--- src/hw/rtl/hsv565_pkg.sv ---
// Shared types and constants of the HSV to RGB565 converter.
package hsv565_pkg;

  localparam int HUE_W   = 15;
  localparam int SAT_W   = 8;
  localparam int VAL_W   = 8;
  localparam int COLOR_W = 16;
  localparam int IN_TDATA_W = 32;

  localparam int NUM_STG = 6;

  // Reciprocal of 360 for the sector split, exact for any 15-bit dividend.
  localparam int RCP360_W  = 16;
  localparam int RCP360_SH = 24;
  localparam logic [RCP360_W-1:0] RCP360 = 16'd46604;
  localparam int SEXT_W = 7;

  // Reciprocal of 255 for p, exact for any 16-bit dividend.
  localparam int RCP255_W  = 17;
  localparam int RCP255_SH = 24;
  localparam logic [RCP255_W-1:0] RCP255 = 17'd65794;

  // Reciprocal of 255 * 60 for q and t, exact for any dividend below 255 * 15300.
  localparam int RCPQ_W  = 23;
  localparam int RCPQ_SH = 36;
  localparam logic [RCPQ_W-1:0] RCPQ = 23'd4491470;
  localparam int QN_W = 22;

  typedef enum logic [2:0] {
    SEC_R_TO_Y = 3'd0,
    SEC_Y_TO_G = 3'd1,
    SEC_G_TO_C = 3'd2,
    SEC_C_TO_B = 3'd3,
    SEC_B_TO_M = 3'd4,
    SEC_M_TO_R = 3'd5
  } sector_t;

  typedef struct packed {
    logic st1;
    logic st2;
    logic st3;
    logic st4;
    logic st5;
  } pipe_en_t;

endpackage

--- src/hw/rtl/hsv565_split.sv ---
// Hue split: sector number and remainder within the sector, two pipeline stages.
module hsv565_split #(
  parameter int HUE_FRAC_BITS = 6
) (
  input  logic                          clk,
  input  hsv565_pkg::pipe_en_t          en,
  input  logic [hsv565_pkg::HUE_W-1:0]  hue_in,
  input  logic [hsv565_pkg::SAT_W-1:0]  sat_in,
  input  logic [hsv565_pkg::VAL_W-1:0]  val_in,
  output hsv565_pkg::sector_t           sector_r,
  output logic [HUE_FRAC_BITS+5:0]      rem_r,
  output logic [hsv565_pkg::SAT_W-1:0]  sat_r,
  output logic [hsv565_pkg::VAL_W-1:0]  val_r
);
  import hsv565_pkg::*;

  localparam int HW = HUE_W - HUE_FRAC_BITS;
  localparam int PW = HW + RCP360_W;
  localparam int RW = HUE_FRAC_BITS + 6;
  localparam logic [HUE_W-1:0] LOW_MASK = HUE_W'((1 << HUE_FRAC_BITS) - 1);

  logic [HUE_W-1:0] hue1_r;
  logic [SAT_W-1:0] sat1_r;
  logic [VAL_W-1:0] val1_r;
  logic [PW-1:0]    prod1_r;
  logic [PW-1:0]    prod_nxt;

  logic [SEXT_W-1:0] turns;
  logic [15:0]       hdeg;
  logic [8:0]        mdeg;
  logic [5:0]        rdeg;
  sector_t           sector_nxt;
  logic [RW-1:0]     rem_nxt;

  assign prod_nxt = PW'(hue_in >> HUE_FRAC_BITS) * PW'(RCP360);

  always_ff @(posedge clk) begin
    if (en.st1) begin
      hue1_r  <= hue_in;
      sat1_r  <= sat_in;
      val1_r  <= val_in;
      prod1_r <= prod_nxt;
    end
  end

  always_comb begin
    turns = SEXT_W'(prod1_r >> RCP360_SH);
    hdeg  = 16'(hue1_r >> HUE_FRAC_BITS);
    mdeg  = 9'(hdeg - 16'(turns) * 16'd360);
    priority if (mdeg >= 9'd300) begin
      sector_nxt = SEC_M_TO_R;
      rdeg       = 6'(mdeg - 9'd300);
    end else if (mdeg >= 9'd240) begin
      sector_nxt = SEC_B_TO_M;
      rdeg       = 6'(mdeg - 9'd240);
    end else if (mdeg >= 9'd180) begin
      sector_nxt = SEC_C_TO_B;
      rdeg       = 6'(mdeg - 9'd180);
    end else if (mdeg >= 9'd120) begin
      sector_nxt = SEC_G_TO_C;
      rdeg       = 6'(mdeg - 9'd120);
    end else if (mdeg >= 9'd60) begin
      sector_nxt = SEC_Y_TO_G;
      rdeg       = 6'(mdeg - 9'd60);
    end else begin
      sector_nxt = SEC_R_TO_Y;
      rdeg       = 6'(mdeg);
    end
    rem_nxt = (RW'(rdeg) << HUE_FRAC_BITS) | RW'(hue1_r & LOW_MASK);
  end

  always_ff @(posedge clk) begin
    if (en.st2) begin
      sector_r <= sector_nxt;
      rem_r    <= rem_nxt;
      sat_r    <= sat1_r;
      val_r    <= val1_r;
    end
  end

endmodule

--- src/hw/rtl/hsv565_chan.sv ---
// Channel terms p, q and t over three pipeline stages.
module hsv565_chan #(
  parameter int HUE_FRAC_BITS = 6
) (
  input  logic                                             clk,
  input  hsv565_pkg::pipe_en_t                             en,
  input  hsv565_pkg::sector_t                              sector_in,
  input  logic [HUE_FRAC_BITS+5:0]                         rem_in,
  input  logic [hsv565_pkg::SAT_W-1:0]                     sat_in,
  input  logic [hsv565_pkg::VAL_W-1:0]                     val_in,
  output hsv565_pkg::sector_t                              sector_r,
  output logic [hsv565_pkg::VAL_W-1:0]                     val_r,
  output logic [7:0]                                       p8_r,
  output logic [hsv565_pkg::QN_W+hsv565_pkg::RCPQ_W-1:0]   qprod_r,
  output logic [hsv565_pkg::QN_W+hsv565_pkg::RCPQ_W-1:0]   tprod_r
);
  import hsv565_pkg::*;

  localparam int RW = HUE_FRAC_BITS + 6;
  localparam int FW = HUE_FRAC_BITS + 14;
  localparam int NW = FW + VAL_W;
  localparam int QPW = QN_W + RCPQ_W;
  localparam int PPW = 16 + RCP255_W;
  localparam logic [RW-1:0] SPAN = RW'(60 << HUE_FRAC_BITS);
  localparam logic [FW-1:0] FULL = FW'(255 * (60 << HUE_FRAC_BITS));

  sector_t        sector3_r, sector4_r;
  logic [VAL_W-1:0] val3_r, val4_r;
  logic [FW-1:0]  rs3_r, rts3_r;
  logic [15:0]    pn3_r;
  logic [QN_W-1:0] qn4_r, tn4_r;
  logic [PPW-1:0] pprod4_r;

  logic [NW-1:0]  qnum, tnum;

  always_ff @(posedge clk) begin
    if (en.st3) begin
      sector3_r <= sector_in;
      val3_r    <= val_in;
      rs3_r     <= FW'(rem_in) * FW'(sat_in);
      rts3_r    <= FW'(SPAN - rem_in) * FW'(sat_in);
      pn3_r     <= 16'(val_in) * 16'(8'd255 - sat_in);
    end
  end

  assign qnum = NW'(val3_r) * NW'(FULL - rs3_r);
  assign tnum = NW'(val3_r) * NW'(FULL - rts3_r);

  always_ff @(posedge clk) begin
    if (en.st4) begin
      sector4_r <= sector3_r;
      val4_r    <= val3_r;
      qn4_r     <= QN_W'(qnum >> HUE_FRAC_BITS);
      tn4_r     <= QN_W'(tnum >> HUE_FRAC_BITS);
      pprod4_r  <= PPW'(pn3_r) * PPW'(RCP255);
    end
  end

  always_ff @(posedge clk) begin
    if (en.st5) begin
      sector_r <= sector4_r;
      val_r    <= val4_r;
      p8_r     <= pprod4_r[RCP255_SH +: 8];
      qprod_r  <= QPW'(qn4_r) * QPW'(RCPQ);
      tprod_r  <= QPW'(tn4_r) * QPW'(RCPQ);
    end
  end

endmodule

--- src/hw/rtl/hsv_to_rgb565_unit.sv ---
// Top level of the HSV to RGB565 converter: stage control, channel order and packing.
//
//   Channel  Direction  Handshake                  Payload
//   in_      slave      in_tvalid / in_tready      hue 14:0, saturation 22:15, value 30:23
//   out_     master     out_tvalid / out_tready    RGB565 pixel 15:0
//
// One transaction is accepted per clock unless a full pipeline is stalled at the output.
// The six register stages are the hue split by a reciprocal of 360, the sector
// decode, the products of remainder and saturation, the numerators of q and t,
// their reciprocal divide by 255 times the sector span, and the output register.
// Reset clears only the stage valid bits.
// A stage loads whenever it is empty or the stage after it moves, so a stall at
// the output fills the empty stages before it holds the input.
module hsv_to_rgb565_unit #(
  parameter int HUE_FRAC_BITS = 6
) (
  input  logic                                clk,
  input  logic                                rst_n,
  input  logic                                in_tvalid,
  output logic                                in_tready,
  // Fields from bit 0: hue_angle[14:0], sat_level[22:15], val_level[30:23], zero pad.
  input  logic [hsv565_pkg::IN_TDATA_W-1:0]   in_tdata,
  output logic                                out_tvalid,
  input  logic                                out_tready,
  // Fields from bit 0: color_565[15:0].
  output logic [hsv565_pkg::COLOR_W-1:0]      out_tdata
);
  import hsv565_pkg::*;

  localparam int RW  = HUE_FRAC_BITS + 6;
  localparam int QPW = QN_W + RCPQ_W;

  logic [NUM_STG-1:0] vld_r;
  logic [NUM_STG-1:0] vld_nxt;
  logic [NUM_STG-1:0] adv;
  pipe_en_t           en;

  sector_t          sector2, sector5;
  logic [RW-1:0]    rem2;
  logic [SAT_W-1:0] sat2;
  logic [VAL_W-1:0] val2, val5;
  logic [7:0]       p8;
  logic [QPW-1:0]   qprod, tprod;

  logic [7:0]         q8, t8, r8, g8, b8;
  logic [COLOR_W-1:0] color_nxt;
  logic [COLOR_W-1:0] color_r;

  always_comb begin
    adv[NUM_STG-1] = !vld_r[NUM_STG-1] || out_tready;
    for (int i = NUM_STG - 2; i >= 0; i--) begin
      adv[i] = !vld_r[i] || adv[i+1];
    end
    vld_nxt[0] = adv[0] ? in_tvalid : vld_r[0];
    for (int i = 1; i < NUM_STG; i++) begin
      vld_nxt[i] = adv[i] ? vld_r[i-1] : vld_r[i];
    end
  end

  assign en = '{st1: adv[0], st2: adv[1], st3: adv[2], st4: adv[3], st5: adv[4]};

  always_ff @(posedge clk) begin
    if (!rst_n) begin
      vld_r <= '0;
    end else begin
      vld_r <= vld_nxt;
    end
  end

  hsv565_split #(
    .HUE_FRAC_BITS (HUE_FRAC_BITS)
  ) u_split (
    .clk      (clk),
    .en       (en),
    .hue_in   (in_tdata[HUE_W-1:0]),
    .sat_in   (in_tdata[HUE_W +: SAT_W]),
    .val_in   (in_tdata[HUE_W+SAT_W +: VAL_W]),
    .sector_r (sector2),
    .rem_r    (rem2),
    .sat_r    (sat2),
    .val_r    (val2)
  );

  hsv565_chan #(
    .HUE_FRAC_BITS (HUE_FRAC_BITS)
  ) u_chan (
    .clk       (clk),
    .en        (en),
    .sector_in (sector2),
    .rem_in    (rem2),
    .sat_in    (sat2),
    .val_in    (val2),
    .sector_r  (sector5),
    .val_r     (val5),
    .p8_r      (p8),
    .qprod_r   (qprod),
    .tprod_r   (tprod)
  );

  always_comb begin
    q8 = qprod[RCPQ_SH +: 8];
    t8 = tprod[RCPQ_SH +: 8];
    unique case (sector5)
      SEC_R_TO_Y: begin r8 = val5; g8 = t8;   b8 = p8;   end
      SEC_Y_TO_G: begin r8 = q8;   g8 = val5; b8 = p8;   end
      SEC_G_TO_C: begin r8 = p8;   g8 = val5; b8 = t8;   end
      SEC_C_TO_B: begin r8 = p8;   g8 = q8;   b8 = val5; end
      SEC_B_TO_M: begin r8 = t8;   g8 = p8;   b8 = val5; end
      SEC_M_TO_R: begin r8 = val5; g8 = p8;   b8 = q8;   end
      default:    begin r8 = val5; g8 = p8;   b8 = q8;   end
    endcase
    color_nxt = {r8[7:3], g8[7:2], b8[7:3]};
  end

  always_ff @(posedge clk) begin
    if (adv[NUM_STG-1]) begin
      color_r <= color_nxt;
    end
  end

  assign in_tready  = adv[0];
  assign out_tvalid = vld_r[NUM_STG-1];
  assign out_tdata  = color_r;

endmodule

--- config.mk ---
export PLATFORM = sky130hd
export DESIGN_NAME = hsv_to_rgb565_unit
export DESIGN_NICKNAME = d
export VERILOG_FILES = /design/src/hw/rtl/hsv565_pkg.sv /design/src/hw/rtl/hsv565_split.sv /design/src/hw/rtl/hsv565_chan.sv /design/src/hw/rtl/hsv_to_rgb565_unit.sv
export SDC_FILE = /design/constraint.sdc
export NUM_CORES = 2
export LEC_CHECK = 0
export ABC_CLOCK_PERIOD_IN_PS = 7600
export BUFFER_PORTS_ARGS = -buffer_cell sky130_fd_sc_hd__clkbuf_2
export CAP_MARGIN = 30
export CORE_MARGIN = 2
export CORE_UTILIZATION = 39
export CTS_CLUSTER_DIAMETER = 60
export CTS_CLUSTER_SIZE = 10
export DETAILED_ROUTE_END_ITERATION = 8
export PLACE_DENSITY = 0.53
export SLEW_MARGIN = 20
export SYNTH_ARGS = -nofsm -noshare
export SYNTH_HDL_FRONTEND = slang
export SYNTH_SLANG_ARGS = --single-unit
export TNS_END_PERCENT = 5
--- constraint.sdc ---
create_clock -name clk -period 7.6 [get_ports clk]
set_input_delay 0.76 -clock clk [delete_from_list [all_inputs] [get_ports clk]]
set_output_delay 0.76 -clock clk [all_outputs]
set_load 0.02 [all_outputs]
After elaboration in Yosys (flattened, before gate mapping)

Index checks and enable logic that the tools add are counted.

Flip-flop bits (word level): 365
Output and inout port bits: 18

Add/subtract/negate cells: 10
Multiply operators: 10
Magnitude comparators: 5
Eq/ne operators: 4
Multiplexer cells: 12
Bitwise logic cells: 1
Reductions and logical operators: 18

Operators by type and width:

| cell                                                                                 | number |
|---|---|
| 22-bit by 22-bit multiplier with 43-bit output (second input constant)               | 2 |
| 8-bit one-hot mux with 3 select lines                                                | 3 |
| 8-bit by 28-bit multiplier with 28-bit output                                        | 2 |
| 20-bit by 20-bit subtractor with 21-bit output (first input constant)                | 2 |
| 16-bit by 16-bit multiplier with 31-bit output (second input constant)               | 1 |
| 6-bit two-way mux                                                                    | 5 |
| 6-bit subtractor (second input constant)                                             | 5 |
| 9-bit by 14-bit multiplier with 23-bit output (second input constant)                | 1 |
| 12-bit by 8-bit multiplier with 20-bit output                                        | 1 |
| 20-bit by 8-bit multiplier with 20-bit output                                        | 1 |
| 9-bit by 8-bit greater-or-equal comparator with 1-bit output (second input constant) | 2 |
| 8-bit by 16-bit multiplier with 16-bit output                                        | 1 |
| 12-bit by 12-bit subtractor with 13-bit output (first input constant)                | 1 |
| 12-bit by 6-bit OR with 12-bit output                                                | 1 |
| 2-bit OR reduction                                                                   | 5 |
| 9-bit by 6-bit greater-or-equal comparator with 1-bit output (second input constant) | 1 |
| 9-bit by 7-bit greater-or-equal comparator with 1-bit output (second input constant) | 1 |
| 9-bit greater-or-equal comparator (second input constant)                            | 1 |
| 8-bit by 8-bit subtractor with 9-bit output (first input constant)                   | 1 |
| 9-bit subtractor                                                                     | 1 |
| 3-bit by 2-bit equality test with 1-bit output (second input constant)               | 2 |
| 1-bit logical NOT                                                                    | 6 |
| 1-bit logical OR                                                                     | 6 |
| 1-bit by 6-bit multiplier with 6-bit output (second input constant)                  | 1 |
| 5 further kinds                                                                      | 7 |

Depth between registers and ports, before layout

Depth after elaboration: 9
Mapped depth: 28
Depth with buffers taken out: 27

Cells and area by module

A second synthesis with hierarchy kept.

Cell total of the unflattened synthesis: 4718
Area total of the unflattened synthesis: 48099.9 um^2

By module, submodules not included:

| module             | instances | cells an instance | area an instance (um^2) | seq. area each (um^2) |
|---|---|---|---|---|
| hsv565_chan        | 1         | 4266              | 42497.0                 | 7086.8 |
| hsv565_split       | 1         | 314               | 4214.0                  | 1891.8 |
| hsv_to_rgb565_unit | 1         | 138               | 1388.8                  | 600.6 |

Least setup slack after synthesis

Ideal clock, no wire load.

Kind: register to register
From: register u_chan.rs3_r[0]
To: register u_chan.qn4_r[21] (data pin)
Setup time: 260 ps
Data arrival time: 6134 ps
Data required time: 7340 ps
Path slack: 1206 ps
Stages on the path, launching flop included: 28
Cell sequence: edfxtp_1 -> clkbuf_1 -> inv_1 -> ha_1 -> nand3b_1 -> or3_1 -> and2_1 -> nor4_2 -> and3b_1 -> o21ai_1 -> xor2_1 -> and2_1 -> fa_1 -> fa_1 -> fa_1 -> inv_1 -> fa_1 -> inv_1 -> ha_1 -> a21o_1 -> a21oi_1 -> nor2b_1 -> a21oi_1 -> inv_1 -> a211o_1 -> a31o_1 -> a21oi_2 -> xnor2_1

Word-level cells in the longest chain between the ends: 2

Ends and longest elaborated chain:

| element                                        | RTL line          | source |
|---|---|---|
| start: declaration                             | hsv565_chan.sv:29 | `logic [FW-1:0] rs3_r, rts3_r;` |
| start signal: assignment                       | hsv565_chan.sv:40 | `rs3_r <= FW'(rem_in) * FW'(sat_in);` |
| 20-bit by 20-bit subtractor with 21-bit output | hsv565_chan.sv:46 | `assign qnum = NW'(val3_r) * NW'(FULL - rs3_r);` |
| 8-bit by 28-bit multiplier with 28-bit output  | hsv565_chan.sv:46 |  |
| named net u_chan.qnum[27]                      | hsv565_chan.sv:34 | `logic [NW-1:0] qnum, tnum;` |
| end signal: assignment                         | hsv565_chan.sv:53 | `qn4_r <= QN_W'(qnum >> HUE_FRAC_BITS);` |
| end: declaration                               | hsv565_chan.sv:31 | `logic [QN_W-1:0] qn4_r, tn4_r;` |

The timed path passes the listed nets, and every way through them passes these cells.
A chain may end at the register's enable or synchronous reset.

Final worst setup path

From: register u_chan.rs3_r[3]
To: register u_chan.qn4_r[21] (data pin)

The elaborated chain is that of the path after synthesis.

==> results_dict.tcl <==
set metrics [dict create \
    status "complete, no violations" \
    grt_max_degree 67 \
    routabilityCongestion 0.829 \
    synth_cell_type_count 75 \
    skew_ps 38.6 \
    synthFlopType "edfxtp_1" \
    hold_depth 1 \
    instances_no_fill 5713 \
    syn_inst 4224 \
    critPathSlowestCell "xnor2_1" \
    yosys.area.top_type "fa_1" \
    die_area_um2 112000 \
    hold_class "input port to flop" \
    vias 26800 \
    crit_chain "nor3_1 > nand3_1 > o41ai_1 > nand2_1 > or2_2 > a31oi_1 > nor2_1 > xnor2_1 > and2_1 > fa_1 > fa_1 > fa_1 > inv_1 > fa_1 > inv_1 > ha_1 > a21oi_1 > nor2b_1 > a21oi_1 > inv_1 > a211o_1 > a31o_1 > a21oi_2 > xnor2_1" \
    nets 5707 \
    cts.path.max_buffers 3 \
    num-fill-cells 10700 \
    cap_violations 0 \
    grt_use_total_pct 16.5 \
    drive_gt1_share_pct 4.28 \
    critPathMaxFanout 8 \
    drc_errors 0 \
    cts_sinks 237 \
    rows 121 \
    syn-cell-area_um2 42700 \
    setup_tns_ps 0 \
    die_h_um 335 \
    min_period_ps 6760 \
    die_w_um 335 \
    grt_pass1_wl_um 149000 \
    hold_buffers 0 \
    syn2layout_area_growth_pct 7.59 \
    cts_made_buffers 36 \
    final-seq-area_um2 7060 \
    drt-vias-per-instance 4.70 \
    rsz0062_at_grt "false" \
    antenna_found_initial 0 \
    path_class "flop to flop" \
    wl_per_cell_um 15.4 \
    initial_core_util_pct 39.3 \
    synth_top_area_share_pct 31.9 \
    multiInputGateArea_um2 31300 \
    core_area_um2 109000 \
    drtAntennaViolNets 0 \
    critPathCaptureType "flop" \
    setup_viol 0 \
    io_buffers 52 \
    yosys_register_bits 237 \
    io_pins 54 \
    synth-seq-area-share_pct 16.5 \
    synth_edf_count 231 \
    postCtsSetupRepairBufs 0 \
    syn-num-nets 5653 \
    ys_top_cells_by_area "fa_1, ha_1, edfxtp_1" \
    cts_tree "built" \
    cpPeakStageDelay_ps 560 \
    start_kind "flop" \
    syn_avg_cell_area_um2 10.1 \
    clkSlewWorstSetupHoldPaths_ps 60 \
    h-tree-depth 2 \
    final-hold-violation-count 0 \
    wl_um 88000 \
    cts.repair.resized 0 \
    grt-ovfl-total 0 \
    synthArstFlopShare_pct 0 \
    slew_headroom_pct 37.4 \
    worstPathArrival_ps 7050 \
    finalCritPeriodShare_pct 88.9 \
    antenna_cells 0 \
    grt_pass1_vias 28600 \
    clk_latency_ps 570 \
    required_ps 7890 \
    cpMostUsedCell "fa_1" \
    fmax_mhz 148 \
    place_hpwl_um 74200 \
    slew_violations 0 \
    r2r_cells 24 \
    drtIter0Drc 1045 \
    dp_cells 5654 \
    drtPass1Iterations 5 \
    synth_warnings 0 \
    worstMarginPinSlew_ps 932 \
    clock-root-buffer "clkbuf_16" \
]
state kept, by name, indices dropped and copies added, names as in the netlist, 6 cells and up:
register,flops
out_tdata,16
u_chan.p8_r,6
u_chan.pn3_r,16
u_chan.pprod4_r,6
u_chan.qn4_r,22
u_chan.qprod_r,6
u_chan.rs3_r,20
u_chan.rts3_r,19
u_chan.tn4_r,22
u_chan.tprod_r,6
u_chan.val3_r,8
u_chan.val4_r,6
u_chan.val_r,6
u_split.hue1_r,15
u_split.rem_r,12
u_split.sat1_r,8
u_split.sat_r,8
u_split.val1_r,8
u_split.val_r,8
vld_r,6
worst max-delay path: cells and delay by family, from the launching register on:
family	cells	cell delay, ps
buffers and inverters	3	150
XOR/XNOR	2	630
AND/OR/NAND/NOR	7	1300
AO/OA/AOI/OAI	7	1650
flip-flops	1	410
adder cells (fa/ha/maj)	5	2310
stage by stage:
stage | hold slack (ps) | util, % | cell area [um^2] | setup WS [ps]
2_1_floorplan | 400 | - | 42700 | 1210
3_3_place_gp | 401 | 41.2 | 44800 | 812
3_5_place_dp | 405 | 41.2 | 44800 | 822
4_1_cts | 321 | 42.3 | 46000 | 790
5_1_grt | 334 | 42.3 | 46000 | 334
6_report | 361 | 42.3 | 46000 | 842
routing by layer:
layer / track usage [%] / up-vias / routed length (um)
met5: 0 / - / 0
met4: 2.81 / 0 / 1220
met3: 2.07 / 55 / 2640
met2: 27.2 / 283 / 40400
met1: 23.5 / 13200 / 43700
li1: - / 13300 / -
synthesized netlist by cell type (6+ instances only):
cell type  instances
mux2_2            15
o22ai_1            9
clkbuf_1          76
nand2b_1          41
and3_1            14
nor3_1            28
nand3_1           24
a211o_1            6
xor2_1            44
ha_1             712
or3_1              9
a211oi_1          13
a21o_1            44
nor2b_1          123
nand4_1            8
xnor2_1          121
nor2_1           104
edfxtp_1         231
a21oi_1           83
o211ai_1           6
fa_1             681
o21a_1            15
dfxtp_1            6
nand2_1          235
a21boi_0          11
o21ai_0           70
mux2i_1           14
and2_1           303
a31oi_1           17
inv_1           1071
layout make-up:
cell class,instances,share of cell area (%)
multi-input cells,2836,68.2
well taps,1414,3.85
inverters,1072,8.76
clock buffers,41,2.02
clock inverters,18,0.506
flip-flops and latches,237,15.4
repair buffers,95,1.31
layout by cell type, fill, tap and decap left out, types with 36 or more instances in the layout:
cell       netlist  routed
a21o_1          44      44
a21oi_1         83      83
and2_1         303     303
buf_4            0      42
clkbuf_16        0      36
clkbuf_2         0      52
edfxtp_1       231     231
fa_1           681     681
ha_1           712     712
inv_1         1071    1069
nand2_1        235     235
nand2b_1        41      41
nor2_1         104     104
nor2b_1        123     123
o21ai_0         70      70
xnor2_1        121     121
xor2_1          44      44
kinds of logic after synthesis:
| group | count (synthesis) | synth area share, % |
|---|---|---|
| AOI/OAI and AO/OA | 334 | 5.12 |
| xor gates and xnor gates | 165 | 3.38 |
| adders and majority gates | 1393 | 52.8 |
| buffers and inverters | 1151 | 10.1 |
| DFF | 237 | 16.5 |
| muxes | 29 | 0.724 |
| and+or+nand+nor | 915 | 11.4 |
worst paths after layout:
path,end,slack [ps],from
hold reg to reg,u_chan.sector4_r[0]$_DFFE_PP_,400,u_chan.sector3_r[0]$_DFFE_PP_
setup reg to reg,u_chan.qn4_r[21]$_DFFE_PP_,840,u_chan.rs3_r[3]$_DFFE_PP_
hold / removal,u_split.val1_r[5]$_DFFE_PP_,360,in_tdata[28]
setup / recovery,u_chan.qn4_r[21]$_DFFE_PP_,840,u_chan.rs3_r[3]$_DFFE_PP_
Power is not shown: default switching activity piles up to over one toggle a cycle in this logic, so the estimate is an artifact.
